File: config.mk
export PLATFORM = sky130hd
export DESIGN_NAME = mtg_cell
export DESIGN_NICKNAME = d
export VERILOG_FILES = /design/src/sv/mersenne_twister_generator_macros.svh /design/src/sv/mtg_pkg.sv /design/src/sv/mtg_cell.sv
export SDC_FILE = /design/constraint.sdc
export NUM_CORES = 1
export LEC_CHECK = 0
export ABC_AREA = 1
export BUFFER_PORTS_ARGS = -buffer_cell sky130_fd_sc_hd__clkbuf_2
export CORE_ASPECT_RATIO = 1.1
export CORE_MARGIN = 2
export CORE_UTILIZATION = 41
export CTS_BUF_LIST = sky130_fd_sc_hd__clkbuf_8
export DETAILED_ROUTE_END_ITERATION = 6
export HOLD_SLACK_MARGIN = 0.12
export PLACE_DENSITY = 0.79
export SETUP_SLACK_MARGIN = 0.05
export SLEW_MARGIN = 20
export SYNTH_ARGS = -nofsm -noshare
export SYNTH_HDL_FRONTEND = slang
export SYNTH_SLANG_ARGS = --single-unit
File: constraint.sdc
create_clock -name clk_i -period 0.8 [get_ports clk_i]
set_input_delay 0.08 -clock clk_i [delete_from_list [all_inputs] [get_ports clk_i]]
set_output_delay 0.08 -clock clk_i [all_outputs]
set_load 0.005 [all_outputs]
File: src/sv/mersenne_twister_generator_macros.svh
// ----------------------------------------------------------------------------
// mersenne_twister_generator_macros
// assertion macros used by the generator rtl
// ----------------------------------------------------------------------------
`ifndef MERSENNE_TWISTER_GENERATOR_MACROS_SVH
`define MERSENNE_TWISTER_GENERATOR_MACROS_SVH

// same-cycle implication
`define MTG_ASSERT_SAME(label, clk, rst_n, ante, cons) \
  label: assert property (@(posedge clk) disable iff (!rst_n) (ante) |-> (cons)) \
    else $error("mtg assertion failed");

// next-cycle implication
`define MTG_ASSERT_NEXT(label, clk, rst_n, ante, cons) \
  label: assert property (@(posedge clk) disable iff (!rst_n) (ante) |=> (cons)) \
    else $error("mtg assertion failed");

`endif

File: src/sv/mtg_pkg.sv
// ----------------------------------------------------------------------------
// mtg_pkg
// types and constants of the mersenne twister generator
// ----------------------------------------------------------------------------
package mtg_pkg;

  localparam int unsigned WORD_W = 32;

  localparam logic [WORD_W-1:0] UPPER_MASK = 32'h8000_0000;
  localparam logic [WORD_W-1:0] LOWER_MASK = 32'h7FFF_FFFF;
  localparam logic [WORD_W-1:0] TWIST_XOR  = 32'h9908_B0DF;
  localparam logic [WORD_W-1:0] TEMPER_B   = 32'h9D2C_5680;
  localparam logic [WORD_W-1:0] TEMPER_C   = 32'hEFC6_0000;
  localparam logic [WORD_W-1:0] SEED_MULT  = 32'd69069;
  localparam logic [WORD_W-1:0] SEED_RESET = 32'd4357;

  typedef logic [WORD_W-1:0] word_t;

  typedef enum logic {
    ST_SEED,
    ST_RUN
  } state_e;

  typedef struct packed {
    logic seeding;
    logic first;
  } fb_ctrl_t;

endpackage

File: src/sv/mtg_cell.sv
// ----------------------------------------------------------------------------
// mtg_cell
// one word of the state table, shifts toward the head when enabled
// ----------------------------------------------------------------------------
module mtg_cell import mtg_pkg::*; (
  input  logic  clk_i,
  input  logic  en_i,
  input  word_t d_i,
  output word_t q_o
);

  word_t word_q;
  word_t word_d;

  assign word_d = en_i ? d_i : word_q;

  always_ff @(posedge clk_i) begin
    word_q <= word_d;
  end

  assign q_o = word_q;

endmodule

==> results.yml, run 1 <==
logic_synthesis:
  syn_area_per_cell_um2: 30.03
  ys_seq_elements: 32
  netlist_instances: 32
  synth_cell_types: 1
  ys.warnings.count: 0
  syn_nets: 66
  synth_area_um2: 960.9
  seq_area_frac_synth: 1.000
global_route:
  antenna_found_initial: 0
  grt_pass1_wl_um: 3105
  grt_max_degree: 18
  grt_use_total: 0.1753
  grt-ovfl-total: 0
  grt_pass1_vias: 713
floorplanning:
  start_util: 0.4310
  boundaryPins: 66
  fp-row-count: 18
  design.die.area_um2: 2748
  core_um2: 2230
  die_w_um: 50.16
  die_h_um: 54.78
sta:
  period_share: 1.084
  setup_ws_ns: -0.06753
  timing.final.crit_period_ns: 0.8675
  hold_viol_final: 0
  maxSlewHeadroom: 0.9237
  max_freq_mhz: 1153
  tightest_slew_ns: 0.1150
  rsz0062_at_grt: "true"
  final-max-slew-violation-count: 0
  finalSetupViolCount: 32
setup_path:
  end_kind: "primary output"
  cp_num_buf_inv: 1
  path_delay_family: "flip-flops"
  crit_cells: 1
  path_cells: "clkbuf_2"
  cp_data_required_time_ns: 0.72
  worst_path_max_delay_cell: "edfxtp_1"
  worstPathArrival_ns: 0.79
  start_kind: "register"
  max_stage_delay_ns: 0.39
  worstSetupPathType: "reg -> out"
  cp_max_fo: 1
route:
  wl_per_cell_um: 13.40
  drc: 0
  routed_wirelength_um: 2252
  ant_nets: 0
  viasPerCell: 4.244
  vias: 713
  dr.first_iter.drc_count: 5
  firstDrtPassIters: 3
clocking:
  root_buffer: "clkbuf_8"
  cts.repair.resized: 0
  tritoncts: "done"
  cts_buffers: 5
  htree_levels: 2
  cts.reportedPaths.clkPinSlew_ns: 0.06
  max-clock-path-buffers: 2
  clock-sinks: 32
final_layout:
  multiInputCombCellCount: 0
  fin_nets: 172
  final_common_cell: "clkbuf_2"
  n_fill_cell: 125
  largest_reg_flops: 32
  area_growth_pct: 83.33
  final_cells: 168
  multi_input_area_um2: 0
  layout_common_cells: "clkbuf_2, dlygate4sd3_1, edfxtp_1"
  antenna_cells: 0
  design_area_um2: 1762
  drive_gt1_frac: 0.5290
pwr:
  p_leak_nw: 0.7808
  power.density_nw_per_um2: 1999
  peakVddDrop_uv: 1719
  finalPower_mw: 3.521
status:
  violations: "negative setup slack"
  status: "finished, violations left"
flow_run:
  maxCapViolations: 0
place:
  globalplace.congestion: 0.6326
  dp_cells: 129
  dp_hpwl_um: 1268
  place_area_um2: 1364
  port-buffer-count: 65
  dp_worst_setup_slack_ns: 0.1118
min_path:
  worstHoldStart: "en_i"
  hold_class: "in -> reg"
  min_path_cells: 2
  hold_end: "q_o[23]"
==> worst max-delay path by stage <==
stage	end	start	slack, ns
final	q_o[9]	q_o[9]	-0.07
after global routing	q_o[9]	q_o[9]	-0.11
after floorplan	q_o[0]	q_o[0]	0.36
after detailed placement	q_o[26]	en_i	0.11
after CTS	q_o[20]	q_o[20]	-0.07
after global placement	q_o[7]	en_i	0.12
==> cells in the mapped netlist <==
cell / number / share of area
edfxtp_1: 32 / 1.0
==> metal layers <==
metal | part of all wire | vias up | GRT usage
met5 | 0 | - | 0
met4 | 0.014 | 0 | 0.1111
met3 | 0.081 | 5 | 0.06011
met2 | 0.58 | 43 | 0.3311
met1 | 0.33 | 327 | 0.1630
li1 | - | 338 | -
==> final cells by class <==
cell class,count,area [µm²],share of cell area
clock buffers,5,68.82,0.03906
clock inverters,2,8.758,0.004972
flip-flops and latches,32,960.9,0.5455
well taps,30,37.54,0.02131
repair buffers,99,685.7,0.3892
==> power by group <==
part	internal (mW)	switching [mW]	total [mW]
clock	0.576	0.517	1.09
combinational	0.256	0.143	0.398
sequential	1.99	0.0364	2.03
total	2.83	0.696	3.52
==> per-stage QoR <==
step,hold WS [ns],utilization,setup TNS (ns)
CTS,0.2235,0.7901,-1.521
detailed placement,0.2586,0.6117,0
global route,0.2350,0.7901,-2.281
global placement,0.2569,0.6117,0
finish,0.2316,0.7901,-1.199
floorplan,0.1789,-,0
==> cells by family (layout without fill, tap and decap cells) <==
| family | Yosys count | after routing | synth area share |
|---|---|---|---|
| flip-flops | 32 | 32 | 1.000 |
| buffers and inverters | 0 | 106 | 0 |
==> repair_timing <==
item,4_1_cts,5_1_grt
pin swaps,0,0
buffers inserted,0,0
endpoints found under the hold margin,32,0
setup endpoints to repair,32,32
hold buffers,32,0
No activity file was read; power rests on OpenSTA's default activity.
==> run 2, diff against run 1 <==
--- a/config.mk
+++ b/config.mk
@@ -6,9 +6,8 @@
 export NUM_CORES = 1
 export LEC_CHECK = 0
 export ABC_AREA = 1
-export BUFFER_PORTS_ARGS = -buffer_cell sky130_fd_sc_hd__clkbuf_2
+export BUFFER_PORTS_ARGS = -buffer_cell sky130_fd_sc_hd__buf_4
 export CORE_ASPECT_RATIO = 1.1
-export CORE_MARGIN = 2
 export CORE_UTILIZATION = 41
 export CTS_BUF_LIST = sky130_fd_sc_hd__clkbuf_8
 export DETAILED_ROUTE_END_ITERATION = 6
==> constraint.sdc (replaced) <==
create_clock -name clk_i -period 0.8 [get_ports clk_i]
set_input_delay 0.08 -clock clk_i [delete_from_list [all_inputs] [get_ports clk_i]]
set_output_delay 0.08 -clock clk_i [all_outputs]
set_load 0.02 [all_outputs]
==> run 2 against run 1 <==
  * The run still ends with negative setup slack left
  * Highest routed layer unchanged
  * Wire length up 79%
  * Worst hold slack worse by 0.035 ns
  * Critical path depth unchanged
  * Cell count up 1.2%
  * Combinational power up 100%
  * Count of clock-buffer cells in the layout unchanged
  * Utilization up 14 points
  * Flip-flop and latch count unchanged
  * Global-route usage up 11 points
  * Critical endpoint is now q_o[18]
==> results.yml, run 2 (synthesis gave the netlist of run 1 again) <==
clocking:
  cts_buffers: 5
  htree_levels: 2
  max-clock-path-buffers: 2
  root_buffer: "clkbuf_8"
  clock-sinks: 32
  cts.reportedPaths.clkPinSlew_ns: 0.07
  tritoncts: "done"
route:
  wl_per_cell_um: 23.69
  firstDrtPassIters: 4
  ant_nets: 0
  vias: 822
  routed_wirelength_um: 4027
  drc: 0
  dr.first_iter.drc_count: 27
  viasPerCell: 4.835
sta:
  max_freq_mhz: 1052
  finalSetupViolCount: 32
  final-max-slew-violation-count: 0
  hold_viol_final: 0
  maxSlewHeadroom: 0.9090
  setup_ws_ns: -0.1502
  period_share: 1.188
  rsz0062_at_grt: "true"
  tns_ns: -3.356
  timing.final.crit_period_ns: 0.9502
  holdWs_ns: 0.1964
  tightest_slew_ns: 0.1365
setup_path:
  start_kind: "register"
  max_stage_delay_ns: 0.43
  worstPathArrival_ns: 0.87
  worstSetupPathType: "reg -> out"
  cp_max_fo: 1
  end_kind: "primary output"
  path_cells: "buf_6"
  cp_num_buf_inv: 1
  path_delay_family: "flip-flops"
  cp_data_required_time_ns: 0.72
  worst_path_max_delay_cell: "edfxtp_1"
global_route:
  antenna_found_initial: 0
  grt_use_total: 0.2889
  grt_pass1_vias: 893
  grt_max_degree: 14
  grt_pass1_wl_um: 4498
  grt-ovfl-total: 0
status:
  status: "finished, violations left"
  violations: "negative setup slack"
min_path:
  worstHoldStart: "en_i"
  hold_class: "in -> reg"
  min_path_cells: 2
  hold_end: "q_o[1]"
floorplanning:
  die_w_um: 48.16
  die_h_um: 52.78
  start_util: 0.4310
  core_um2: 2230
  boundaryPins: 66
  design.die.area_um2: 2542
  fp-row-count: 18
final_layout:
  fin_nets: 173
  antenna_cells: 0
  area_growth_pct: 116.1
  final_common_cell: "buf_4"
  design_area_um2: 2077
  largest_reg_flops: 32
  post-route-util: 0.9315
  layout_common_cells: "buf_4, buf_6, edfxtp_1"
  n_fill_cell: 56
  multiInputCombCellCount: 0
  drive_gt1_frac: 0.5214
  multi_input_area_um2: 0
place:
  place_area_um2: 1546
  port-buffer-count: 65
  globalplace.congestion: 0.6281
pwr:
  power.density_nw_per_um2: 1942
  finalPower_mw: 4.034
  p_leak_nw: 0.9109
  peakVddDrop_uv: 2088
flow_run:
  maxCapViolations: 0
## run 2: cell types whose count changed in the layout (fill, tap and decap cells not counted)
| cell | before | now |
|---|---|---|
| dlygate4sd3_1 | 32 | 28 |
| dlymetal6s4s_1 | 0 | 4 |
| buf_6 | 0 | 32 |
| buf_4 | 0 | 33 |
| buf_12 | 2 | 3 |
| inv_1 | 1 | 2 |
| clkbuf_2 | 65 | 0 |
| clkinv_2 | 1 | 0 |
| clkinv_1 | 0 | 1 |
## run 2: worst max path at each step
stage / to / startpoint / cells past startpoint
final: q_o[18] / q_o[18] / 1
after global routing: q_o[18] / q_o[18] / 1
after CTS: q_o[11] / q_o[11] / 1
after detailed placement: q_o[12] / en_i / 2
after global placement: q_o[0] / en_i / 2
after floorplan: q_o[0] / q_o[0] / 0
## run 2: layout make-up
type | instances | area [µm²] | share of cell area
clock inverters | 3 | 11.26 | 0.005422
well taps | 30 | 37.54 | 0.01807
repair buffers | 100 | 998.5 | 0.4807
clock buffers | 5 | 68.82 | 0.03313
flip-flops and latches | 32 | 960.9 | 0.4627
## run 2: per-layer routing
layer / global-route usage / up-vias / share of wire
met3: 0.09655 / 10 / 0.067
li1: - / 344 / -
met4: 0.09259 / 0 / 0.022
met5: 0 / - / 0
met2: 0.5178 / 63 / 0.59
met1: 0.3014 / 405 / 0.32
## run 2: stage by stage
step / instances / worst slack, ns
3_3_place_gp: 130 / 0.1488
5_1_grt: 170 / -0.1543
2_1_floorplan: 32 / 0.2705
3_5_place_dp: 130 / 0.1448
4_1_cts: 170 / -0.1186
6_report: 170 / -0.1502
## run 2: power breakdown
part / internal (mW) / total [mW] / switching, mW
registers: 2.00 / 2.08 / 0.0812
logic: 0.464 / 0.808 / 0.344
clock network: 0.580 / 1.15 / 0.567
## run 2: what timing repair did
item,4_1_cts,5_1_grt
hold buffers,32,0
endpoints found under the setup margin,32,36
resized for setup,26,10
endpoints found under the hold margin,32,0
setup buffers,0,0
pin swaps,0,0
==> run 3, diff against run 2 <==
--- a/config.mk
+++ b/config.mk
@@ -8,11 +8,11 @@
 export ABC_AREA = 1
 export BUFFER_PORTS_ARGS = -buffer_cell sky130_fd_sc_hd__buf_4
 export CORE_ASPECT_RATIO = 1.1
-export CORE_UTILIZATION = 41
+export CORE_UTILIZATION = 37
 export CTS_BUF_LIST = sky130_fd_sc_hd__clkbuf_8
 export DETAILED_ROUTE_END_ITERATION = 6
 export HOLD_SLACK_MARGIN = 0.12
-export PLACE_DENSITY = 0.79
+export PLACE_DENSITY = 0.73
 export SETUP_SLACK_MARGIN = 0.05
 export SLEW_MARGIN = 20
 export SYNTH_ARGS = -nofsm -noshare
==> run 3 against run 2 <==
  * The run still ends with negative setup slack left
  * Maximum frequency grew 4.6%
  * Sequential share of layout area up 1.6 points
  * Via count is 13% lower
  * Highest routed layer unchanged
==> results.yml, run 3 (synthesis gave the netlist of run 1 again) <==
pwr:
  sw_frac_of_total: 0.2209
  peakVddDrop_uv: 1690
  p_comb_frac: 0.187
  p_leak_nw: 0.8472
  p_int_mw: 3.005
  p_sw_mw: 0.8523
  clockPowerShare: 0.279
  power.density_nw_per_um2: 1921
  p_seq_frac: 0.534
sta:
  finalSetupViolCount: 32
  holdWs_ns: 0.2513
  tns_ns: -2.482
  final-max-slew-violation-count: 0
  period_share: 1.136
  rsz0062_at_grt: "true"
  hold_viol_final: 0
  maxSlewHeadroom: 0.7500
  setup_ws_ns: -0.1085
  timing.final.crit_period_ns: 0.9085
  max_freq_mhz: 1101
  tightest_slew_ns: 0.3750
place:
  globalplace.congestion: 0.6968
  port-buffer-count: 65
  place_area_um2: 1488
route:
  viasPerCell: 4.244
  firstDrtPassIters: 6
  drc: 0
  wl_per_cell_um: 13.64
  ant_nets: 0
  vias: 713
  routed_wirelength_um: 2292
  dr.first_iter.drc_count: 19
setup_path:
  max_stage_delay_ns: 0.40
  worst_path_max_delay_cell: "edfxtp_1"
  cp_num_buf_inv: 1
  path_cells: "buf_6"
  path_delay_family: "flip-flops"
  cp_max_fo: 1
  cp_data_required_time_ns: 0.72
  end_kind: "primary output"
  worstPathArrival_ns: 0.83
  worstSetupPathType: "reg -> out"
  start_kind: "register"
final_layout:
  area_growth_pct: 109.0
  post-route-util: 0.8122
  multi_input_area_um2: 0
  fin_nets: 170
  design_area_um2: 2008
  multiInputCombCellCount: 0
  largest_reg_flops: 32
  final_common_cell: "buf_4"
  drive_gt1_frac: 0.5109
  antenna_cells: 0
  layout_common_cells: "buf_4, dlygate4sd3_1, buf_6, edfxtp_1, clkbuf_8"
floorplanning:
  die_h_um: 55.45
  design.die.area_um2: 2805
  start_util: 0.3887
  die_w_um: 50.59
  core_um2: 2472
  boundaryPins: 66
  fp-row-count: 19
clocking:
  postCtsSetupBuffers: 0
  cts_buffers: 5
  max-clock-path-buffers: 2
  tritoncts: "done"
  cts.reportedPaths.clkPinSlew_ns: 0.06
  root_buffer: "clkbuf_8"
  htree_levels: 2
  clock-sinks: 32
global_route:
  grt-ovfl-total: 0
  grt_pass1_vias: 789
  grt_pass1_wl_um: 3381
  grt_use_total: 0.1823
  antenna_found_initial: 0
  grt_max_degree: 33
flow_run:
  maxCapViolations: 0
status:
  violations: "negative setup slack"
  status: "finished, violations left"
min_path:
  hold_class: "in -> reg"
## run 3: cell type report
class	instances	area, µm²
clock buffer	5	68.82
clock inverter	3	11.26
fill	132	464.2
sequential	32	960.9
tap	31	38.79
timing repair buffer	97	928.4
## run 3: final timing paths
kind                    start       to  slack, ns  cells past startpoint
worst max-delay path  q_o[29]  q_o[29]      -0.11                      1
worst min-delay path     en_i  q_o[12]       0.25                      1
## run 3: metrics by stage
step                std cells  power [mW]  setup slack [ns]
global route              168       3.996           -0.1327
CTS                       168       3.856           -0.1268
detailed placement        128       2.578           0.03095
finish                    168       3.858           -0.1085
floorplan                  32       2.238            0.2705
global placement          128       2.568           0.04519
## run 3: timing repair
item | CTS | global route
hold buffers | 32 | 0
gates resized for setup | 28 | 4
setup endpoints to repair | 32 | 32
pin swaps | 0 | 0
hold endpoints to repair | 32 | 0
## run 3: power by group through the flow
stage               clock, mW  combinational [mW]  sequential (mW)
detailed placement          0               0.514             2.06
global placement            0               0.509             2.06
finish                   1.08               0.720             2.06
CTS                      1.10               0.704             2.05
floorplan                   0                   0             2.24
global route             1.17               0.753             2.07
## run 3: metal layers
layer / part of all wire / global-route usage / up-vias
met4: 0.027 / 0.1071 / 0
li1: - / - / 337
met1: 0.29 / 0.1525 / 327
met3: 0.056 / 0.05785 / 7
met2: 0.62 / 0.3505 / 42
met5: 0 / 0 / -
