===== src/sv/mersenne_twister_generator_macros.svh =====
// ----------------------------------------------------------------------------
// mersenne_twister_generator_macros
// assertion macros used by the generator rtl
// ----------------------------------------------------------------------------
`ifndef MERSENNE_TWISTER_GENERATOR_MACROS_SVH
`define MERSENNE_TWISTER_GENERATOR_MACROS_SVH

// same-cycle implication
`define MTG_ASSERT_SAME(label, clk, rst_n, ante, cons) \
  label: assert property (@(posedge clk) disable iff (!rst_n) (ante) |-> (cons)) \
    else $error("mtg assertion failed");

// next-cycle implication
`define MTG_ASSERT_NEXT(label, clk, rst_n, ante, cons) \
  label: assert property (@(posedge clk) disable iff (!rst_n) (ante) |=> (cons)) \
    else $error("mtg assertion failed");

`endif


===== src/sv/mtg_pkg.sv =====
// ----------------------------------------------------------------------------
// mtg_pkg
// types and constants of the mersenne twister generator
// ----------------------------------------------------------------------------
package mtg_pkg;

  localparam int unsigned WORD_W = 32;

  localparam logic [WORD_W-1:0] UPPER_MASK = 32'h8000_0000;
  localparam logic [WORD_W-1:0] LOWER_MASK = 32'h7FFF_FFFF;
  localparam logic [WORD_W-1:0] TWIST_XOR  = 32'h9908_B0DF;
  localparam logic [WORD_W-1:0] TEMPER_B   = 32'h9D2C_5680;
  localparam logic [WORD_W-1:0] TEMPER_C   = 32'hEFC6_0000;
  localparam logic [WORD_W-1:0] SEED_MULT  = 32'd69069;
  localparam logic [WORD_W-1:0] SEED_RESET = 32'd4357;

  typedef logic [WORD_W-1:0] word_t;

  typedef enum logic {
    ST_SEED,
    ST_RUN
  } state_e;

  typedef struct packed {
    logic seeding;
    logic first;
  } fb_ctrl_t;

endpackage


===== src/sv/mtg_feedback.sv =====
// ----------------------------------------------------------------------------
// mtg_feedback
// word fed into the tail of the chain: seed, seed recurrence or twist,
// plus tempering of the twisted word
// ----------------------------------------------------------------------------
module mtg_feedback import mtg_pkg::*; (
  input  fb_ctrl_t ctrl_i,
  input  word_t    seed_i,
  input  word_t    head_i,
  input  word_t    next_i,
  input  word_t    tap_i,
  input  word_t    tail_i,
  output word_t    new_word_o,
  output word_t    tempered_o
);

  word_t y;
  word_t twisted;
  word_t seed_step;
  word_t t1;
  word_t t2;
  word_t t3;

  assign y         = (head_i & UPPER_MASK) | (next_i & LOWER_MASK);
  assign twisted   = tap_i ^ (y >> 1) ^ (y[0] ? TWIST_XOR : '0);
  assign seed_step = word_t'(tail_i * SEED_MULT);

  always_comb begin
    if (!ctrl_i.seeding) begin
      new_word_o = twisted;
    end else if (ctrl_i.first) begin
      new_word_o = seed_i;
    end else begin
      new_word_o = seed_step;
    end
  end

  assign t1         = twisted ^ (twisted >> 11);
  assign t2         = t1 ^ ((t1 << 7) & TEMPER_B);
  assign t3         = t2 ^ ((t2 << 15) & TEMPER_C);
  assign tempered_o = t3 ^ (t3 >> 18);

endmodule


===== config.mk =====
export PLATFORM = sky130hd
export DESIGN_NAME = mtg_feedback
export DESIGN_NICKNAME = d
export VERILOG_FILES = /design/src/sv/mersenne_twister_generator_macros.svh /design/src/sv/mtg_pkg.sv /design/src/sv/mtg_feedback.sv
export SDC_FILE = /design/constraint.sdc
export NUM_CORES = 1
export LEC_CHECK = 0
export ABC_AREA = 1
export ABC_CLOCK_PERIOD_IN_PS = 7700
export BUFFER_PORTS_ARGS = -buffer_cell sky130_fd_sc_hd__buf_2
export CAP_MARGIN = 20
export CORE_UTILIZATION = 55
export DETAILED_ROUTE_END_ITERATION = 10
export PLACE_DENSITY = 0.82
export SETUP_SLACK_MARGIN = 0.4
export SLEW_MARGIN = 20
export SYNTH_ARGS = -nofsm -noshare
export SYNTH_HDL_FRONTEND = slang
export SYNTH_SLANG_ARGS = --single-unit
export TNS_END_PERCENT = 50

===== constraint.sdc =====
create_clock -name vclk -period 7.7
set_clock_uncertainty 0.05 [all_clocks]
set_input_delay 1.155 -clock vclk [all_inputs]
set_output_delay 1.155 -clock vclk [all_outputs]
set_load 0.01 [all_outputs]

==> flow_metrics.py, run 1 <==
metrics = {
    "sta": {
        "slew_violations": 0,
        "clock.fmax_ghz": 0.1386,
        "period_share": 0.9373,
        "worst_pin_slew_ps": 718.5,
        "rsz0062_at_grt": "yes",
        "max_slew_margin": 0.5210,
        "tns_ps": 0,
        "finalSetupViolCount": 0,
        "hold_viol_final": 0,
        "fin_crit_ps": 7217,
    },
    "final_layout": {
        "drive_above_1_share": 0.2181,
        "area_delta_synth_final_pct": 19.85,
        "seqCellArea_um2": 0,
        "clockBufferCount": 0,
        "mostFrequentLayoutCell": "inv_1",
        "diodes": 0,
        "layout_common_cells": "321 x inv_1, 180 x buf_2, 178 x nand2_1",
        "seq_cells": 0,
        "nets": 1879,
    },
    "critical_path": {
        "path_max_fanout": 6,
        "worstSetupEndpointType": "output pin",
        "arrival_ps": 6010,
        "critPathRequiredTime_ps": 6490,
        "startpoint_type": "input pin",
        "worst-setup-path-type": "in -> out",
    },
    "detailed_routing": {
        "first_pass_iters": 5,
        "drt-initial-drc-count": 536,
        "ant_nets": 0,
        "wl_per_cell_um": 16.31,
        "vias": 8555,
        "routed_wl_mm": 26.48,
        "drc": 0,
        "vias_per_cell": 5.271,
    },
    "grt": {
        "grt_use_met2": 0.5148,
        "grt_pass1_vias": 8749,
        "use_met3": 0.02720,
        "grt_usage": 0.3017,
        "grt-busiest-layer": "met2",
        "grt_antenna_before_repair": 0,
        "grt_max_degree": 44,
        "grtUsageMet1": 0.4183,
        "grt_first_pass_wirelength_mm": 42.55,
        "grt.overflow.total": 0,
    },
    "clocking": {
        "ctsHoldBuffers": 0,
    },
    "synth": {
        "avgSynthCellArea_um2": 7.769,
        "syn_inst": 1214,
        "synth_seq_area_share": 0,
        "synthTopCellsByArea": "fa_1 31%, ha_1 22%, inv_1 13%, nand2_1 7.4%, xnor2_1 4.8%",
        "yosysTopAreaCell": "fa_1",
        "syn_nets": 1688,
        "yosysWarnings": 0,
        "ys_types": 35,
        "synth_top_area_frac": 0.3099,
        "synth.cell_area_um2": 9432,
    },
    "die": {
        "die_w_um": 133.0,
        "core_area_um2": 16640,
        "start_util": 0.5667,
        "die-area_um2": 17680,
        "num_rows": 47,
        "die_h_um": 133.0,
        "io_pins": 226,
    },
    "hold_path": {
        "hold_path.class": "in -> out",
    },
    "placed_design": {
        "hpwl_mm": 23.09,
        "gp_congestion": 0.9770,
        "io_buffers": 194,
    },
    "run": {
        "drv_cap": 0,
    },
    "run_status": {
        "outcome": "complete, no violations",
    },
}
through the flow:
stage,worst slack (ps),instances,util,area (um^2),hold WS [ps]
6_report,482.7,1623,0.6792,11300,2597
3_3_place_gp,278.0,1619,0.6403,10660,2602
2_1_floorplan,860.7,1214,-,9432,2448
3_5_place_dp,281.2,1619,0.6403,10660,2604
5_1_grt,307.0,1623,0.6792,11300,2633
4_1_cts,405.2,1619,0.6479,10780,2605
routing by layer:
metal / part of all wire / up-vias
met2: 0.49 / 361
met5: 0 / -
li1: - / 4090
met3: 0.072 / 40
met4: 0.017 / 0
met1: 0.42 / 4064
critical path, stage by stage:
cell and delay (ps):
clkbuf_4 180, ha_4 300, inv_1 50, fa_1 480
fa_1 540, inv_1 70, fa_1 460, fa_1 520
inv_1 50, fa_1 480, inv_1 50, ha_1 380
nand2_1 170, nor2_1 170, inv_1 80, nor2_1 150
nand3_1 100, nand3_1 150, a21oi_1 70, o21ai_0 120
a21oi_1 110, buf_2 150
cells in the mapped netlist, drive strengths merged (2+ instances only):
master / count
inv: 325
nand2: 185
ha: 166
fa: 146
nor2: 68
xnor2: 58
xor2: 57
a21oi: 46
o21ai: 46
nand3: 44
nand4: 14
clkbuf: 10
o22ai: 10
o211ai: 7
a21o: 6
nor3: 5
buf: 4
o21bai: 3
nand3b: 2
nor4: 2
or2: 2
cells by family after synthesis:
kind of cell	after synthesis	synth area share
muxes	1	0.001061
AOI/OAI and AO/OA	124	0.07310
and+or+nand+nor	323	0.1409
xor gates and xnor gates	115	0.1191
adders and majority gates	312	0.5301
buffers and inverters	339	0.1357
timing repair:
item,CTS,global route
gates resized for setup,31,100
pin swaps,1,18
buffers inserted,0,4
endpoints found under the setup margin,13,18
gates cloned,0,0
cell type report:
class	instances	area (um^2)
inverters	325	1220
fillers	1305	5339
multi-input cells	875	8735
well taps	220	275.3
repair buffers	203	1074
path summary, 6_finish.rpt:
path  slack [ps]        from             end  cells past startpoint
max          480  tail_i[17]  new_word_o[26]                     22
min         2600  seed_i[25]  new_word_o[25]                      4
Power of run 1 is left out: the tool's default activity adds up to more than one toggle a clock period on the data nets, which glitch-free logic cannot reach.
==> run 2: changes to the inputs <==
ABC_CLOCK_PERIOD_IN_PS = 8420   (was 7700)
CORE_MARGIN = 5   (was default)
CORE_UTILIZATION = 62   (was 55)
PLACE_DENSITY = 0.91   (was 0.82)
clock period = 8.42 ns   (was 7.7 ns; I/O delays follow)
==> run 2 against run 1 <==
Net effect: worst hold slack better by 220 ps; sequential share of layout area is the same; cell area down 6.3%; highest routed layer unchanged; critical path type unchanged.
==> flow_metrics.py, run 2 (synthesis gave the netlist of run 1 again) <==
metrics = {
    "sta": {
        "rsz0062_at_grt": "no",
        "worst_pin_slew_ps": 713.3,
        "finalSetupViolCount": 0,
        "hold_viol_final": 0,
        "period_share": 0.9116,
        "slew_violations": 0,
        "tns_ps": 0,
        "clock.fmax_ghz": 0.1303,
        "max_slew_margin": 0.5245,
        "fin_crit_ps": 7675,
    },
    "grt": {
        "grt_max_degree": 43,
        "grt_pass1_vias": 9164,
        "grt_first_pass_wirelength_mm": 43.46,
        "grt_antenna_before_repair": 0,
        "grt.overflow.total": 0,
        "grt_usage": 0.3009,
    },
    "placed_design": {
        "placed_cell_area_um2": 10590,
        "gp_congestion": 0.9912,
        "io_buffers": 194,
        "hpwl_mm": 24.33,
    },
    "critical_path": {
        "max_stage_delay_ps": 530,
        "arrival_ps": 6360,
        "startpoint_type": "input pin",
        "worstSetupEndpointType": "output pin",
        "path_max_fanout": 7,
        "critPathRequiredTime_ps": 7110,
        "cpMaxStageDelayCell": "fa_1",
        "worst-setup-path-type": "in -> out",
        "crit_chain": "buf_2 > ha_1 > inv_1 > fa_1 > fa_1 > inv_1 > fa_1 > fa_1 > inv_1 > fa_1 > inv_1 > ha_1 > nand2_1 > inv_1 > nand3_1 > nor3_1 > nand3_1 > nand3_1 > nand2_1 > nand3_1 > nand2_1 > o21ai_0 > buf_2",
    },
    "detailed_routing": {
        "ant_nets": 0,
        "drc": 0,
        "first_pass_iters": 5,
        "drt-initial-drc-count": 652,
        "wl_per_cell_um": 16.93,
        "vias": 8654,
        "routed_wl_mm": 26.80,
        "vias_per_cell": 5.467,
    },
    "die": {
        "die_w_um": 133.3,
        "die-area_um2": 17780,
        "io_pins": 226,
        "core_area_um2": 15030,
        "num_rows": 45,
        "start_util": 0.6274,
        "die_h_um": 133.3,
    },
    "run": {
        "drv_cap": 0,
    },
    "final_layout": {
        "nets": 1871,
        "fillers": 1179,
        "mostFrequentLayoutCell": "inv_1",
        "area_delta_synth_final_pct": 12.27,
        "diodes": 0,
        "layout_common_cells": "324 x inv_1, 194 x buf_2, 185 x nand2_1",
        "drive_above_1_share": 0.1527,
        "seqCellArea_um2": 0,
        "clockBufferCount": 0,
        "seq_cells": 0,
        "design_area_um2": 10590,
    },
    "hold_path": {
        "hold_path.class": "in -> out",
    },
    "clocking": {
        "ctsHoldBuffers": 0,
    },
    "run_status": {
        "outcome": "complete, no violations",
    },
}
## run 2: layout make-up
type                            instances  area, um^2  area share
Inverter                              325        1220      0.1152
Tap cell                              188       235.2     0.02221
Multi-Input combinational cell        875        8155      0.7702
Timing Repair Buffer                  195       978.4     0.09240
## run 2: path summary, 6_finish.rpt
| path | from | endpoint | slack, ps | cells past startpoint |
|---|---|---|---|---|
| worst min-delay path | seed_i[21] | new_word_o[21] | 2820 | 4 |
| worst max-delay path | tail_i[7] | new_word_o[25] | 740 | 23 |
## run 2: timing repair
action,4_1_cts,5_1_grt
resized for setup,0,2
setup buffers,0,0
setup endpoints to repair,0,5
## run 2: layer usage
layer  wire length, um  GRT usage  share of wire
met1             10870     0.3932           0.41
met2             13140     0.5361           0.49
met3              1799    0.02417          0.067
met4              1001    0.08629          0.037
met5                 0          0              0
## run 2: worst max-delay path, delay by kind of cell
| family | cells | cell delay [ps] |
|---|---|---|
| compound gates | 1 | 170 |
| fa+ha+maj | 7 | 3180 |
| simple gates | 8 | 940 |
| buf+inv | 7 | 810 |
## run 2: stage by stage
stage / utilization / hold WS, ps / setup slack [ps] / instances
finish: 0.7044 / 2816 / 744.6 / 1583
global route: 0.7044 / 2837 / 415.2 / 1583
CTS: 0.7041 / 2813 / 622.0 / 1583
detailed placement: 0.7041 / 2813 / 640.2 / 1583
global placement: 0.7041 / 2803 / 684.7 / 1583
floorplan: - / 2664 / 1365 / 1214
Power of run 2 is left out for the same reason.
==> run 3: changes to the inputs <==
ABC_AREA = 0   (was 1)
CORE_UTILIZATION = 61   (was 62)
PLACE_DENSITY = 0.9   (was 0.91)
==> run 3 against run 2 <==
Net effect: via count decreased by 13%; routed wire length shrank 0.53%; count of clock-buffer cells in the layout is the same; synthesized cell count fell by 21%; core utilization rose by 3.9 points; maximum frequency shrank 2.6%; sequential share of layout area unchanged; non-clock buffer count is 7 higher; die area is 6.1% lower.
==> flow_metrics.py, run 3 <==
metrics = {
    "critical_path": {
        "max_stage_delay_ps": 550,
        "crit_chain": "clkbuf_4 > ha_4 > fa_1 > inv_1 > fa_1 > inv_1 > fa_1 > fa_1 > inv_1 > fa_1 > inv_1 > ha_4 > nand4_1 > nor2_1 > a2111oi_2 > o21ai_1 > a41oi_4 > a21oi_2 > a31o_1 > xnor2_1 > o31a_1 > buf_2",
        "path_max_fanout": 7,
        "worstSetupEndpointType": "output pin",
        "arrival_ps": 6570,
        "critPathRequiredTime_ps": 7110,
        "cpMaxStageDelayCell": "fa_1",
        "worst-setup-path-type": "in -> out",
        "startpoint_type": "input pin",
        "crit_top_cell": "fa_1",
    },
    "synth": {
        "ys_types": 49,
        "synth_common_cells": "263 x inv_1, 166 x ha_1, 146 x fa_1",
        "syn_nets": 1432,
        "synth.most_common_cell": "inv_1",
        "avgSynthCellArea_um2": 9.050,
        "synthTopCellsByArea": "fa_1 34%, ha_1 24%, inv_1 11%, xnor2_1 11%, xor2_1 4.7%",
        "synth.cell_area_um2": 8670,
        "synth_seq_area_share": 0,
        "yosysWarnings": 0,
        "synth_top_area_frac": 0.3371,
        "yosysTopAreaCell": "fa_1",
        "syn_inst": 958,
    },
    "die": {
        "die-area_um2": 16700,
        "die_h_um": 129.2,
        "core_area_um2": 13930,
        "start_util": 0.6222,
        "die_w_um": 129.2,
        "io_pins": 226,
        "num_rows": 43,
    },
    "sta": {
        "slew_violations": 0,
        "period_share": 0.9363,
        "rsz0062_at_grt": "yes",
        "clock.fmax_ghz": 0.1268,
        "tns_ps": 0,
        "max_slew_margin": 0.4694,
        "hold_viol_final": 0,
        "worst_pin_slew_ps": 795.0,
        "fin_crit_ps": 7884,
        "finalSetupViolCount": 0,
    },
    "grt": {
        "grt_usage": 0.3069,
        "grt_pass1_vias": 8140,
        "grt_first_pass_wirelength_mm": 40.33,
        "grt_antenna_before_repair": 0,
        "grt_max_degree": 55,
        "grt.overflow.total": 0,
    },
    "detailed_routing": {
        "wl_per_cell_um": 20.09,
        "vias": 7513,
        "drt-initial-drc-count": 537,
        "routed_wl_mm": 26.66,
        "vias_per_cell": 5.662,
        "ant_nets": 0,
        "first_pass_iters": 5,
        "drc": 0,
    },
    "final_layout": {
        "seqCellArea_um2": 0,
        "clockBufferCount": 0,
        "fillers": 934,
        "diodes": 0,
        "multi_input_area_um2": 8058,
        "seq_cells": 0,
        "nets": 1623,
        "layout_common_cells": "259 x inv_1, 181 x buf_2, 140 x fa_1",
        "instances_no_fill": 1327,
        "drive_above_1_share": 0.2345,
        "area_delta_synth_final_pct": 19.41,
        "mostFrequentLayoutCell": "inv_1",
    },
    "run_status": {
        "outcome": "complete, no violations",
    },
    "placed_design": {
        "io_buffers": 194,
        "dpl.cell_count": 1322,
        "gp_congestion": 0.9318,
        "hpwl_mm": 22.33,
    },
    "run": {
        "drv_cap": 0,
    },
    "hold_path": {
        "hold_path.class": "in -> out",
    },
    "clocking": {
        "ctsHoldBuffers": 0,
    },
}
==> run 3: path summary, 6_finish.rpt <==
| kind | startpoint | end | slack [ps] | cells past startpoint |
|---|---|---|---|---|
| worst min-delay path | tap_i[31] | tempered_o[31] | 2800 | 3 |
| worst max-delay path | tail_i[17] | new_word_o[31] | 540 | 22 |
==> run 3: layout make-up <==
| type | instances | share of cell area |
|---|---|---|
| Tap cell | 180 | 0.02175 |
| Timing Repair Buffer | 202 | 0.1042 |
| Inverter | 264 | 0.09572 |
| Multi-Input combinational cell | 681 | 0.7783 |
==> run 3: repair_timing <==
item	in CTS	in global routing
gates resized for setup	24	66
endpoints found under the setup margin	5	13
pin swaps	4	27
buffers inserted	1	4
endpoints found under the hold margin	0	0
==> run 3: per-layer routing <==
metal / vias up / global-route usage / part of all wire
li1: 3353 / - / -
met1: 3649 / 0.3932 / 0.36
met2: 390 / 0.5360 / 0.51
met3: 121 / 0.04411 / 0.081
met4: 0 / 0.09944 / 0.051
met5: - / 0 / 0
==> run 3: through the flow <==
stage / area, um^2 / util / hold slack, ps / worst slack (ps)
4_1_cts: 10020 / 0.7189 / 2801 / 398.0
2_1_floorplan: 8670 / - / 2564 / 920.6
5_1_grt: 10350 / 0.7429 / 2812 / 331.7
3_5_place_dp: 9837 / 0.7059 / 2800 / 197.6
6_report: 10350 / 0.7429 / 2801 / 536.0
3_3_place_gp: 9837 / 0.7059 / 2804 / 306.4
==> run 3: logic make-up (layout without fill, tap and decap cells) <==
group | Yosys count | after routing | synth area share
and+or+nand+nor | 87 | 87 | 0.04373
buffers and inverters | 277 | 466 | 0.1202
xor gates and xnor gates | 153 | 153 | 0.1554
muxes | 11 | 11 | 0.01299
adders and majority gates | 312 | 312 | 0.5767
AOI/OAI and AO/OA | 118 | 118 | 0.09092
==> run 3: critical path, delay by kind of cell <==
family                   cells  cell delay (ps)
buffers and inverters        6              610
AO/OA/AOI/OAI                6             1270
AND/OR/NAND/NOR              2              240
adder cells (fa/ha/maj)      7             3040
XOR/XNOR                     1              130
Power of run 3 is left out for the same reason.
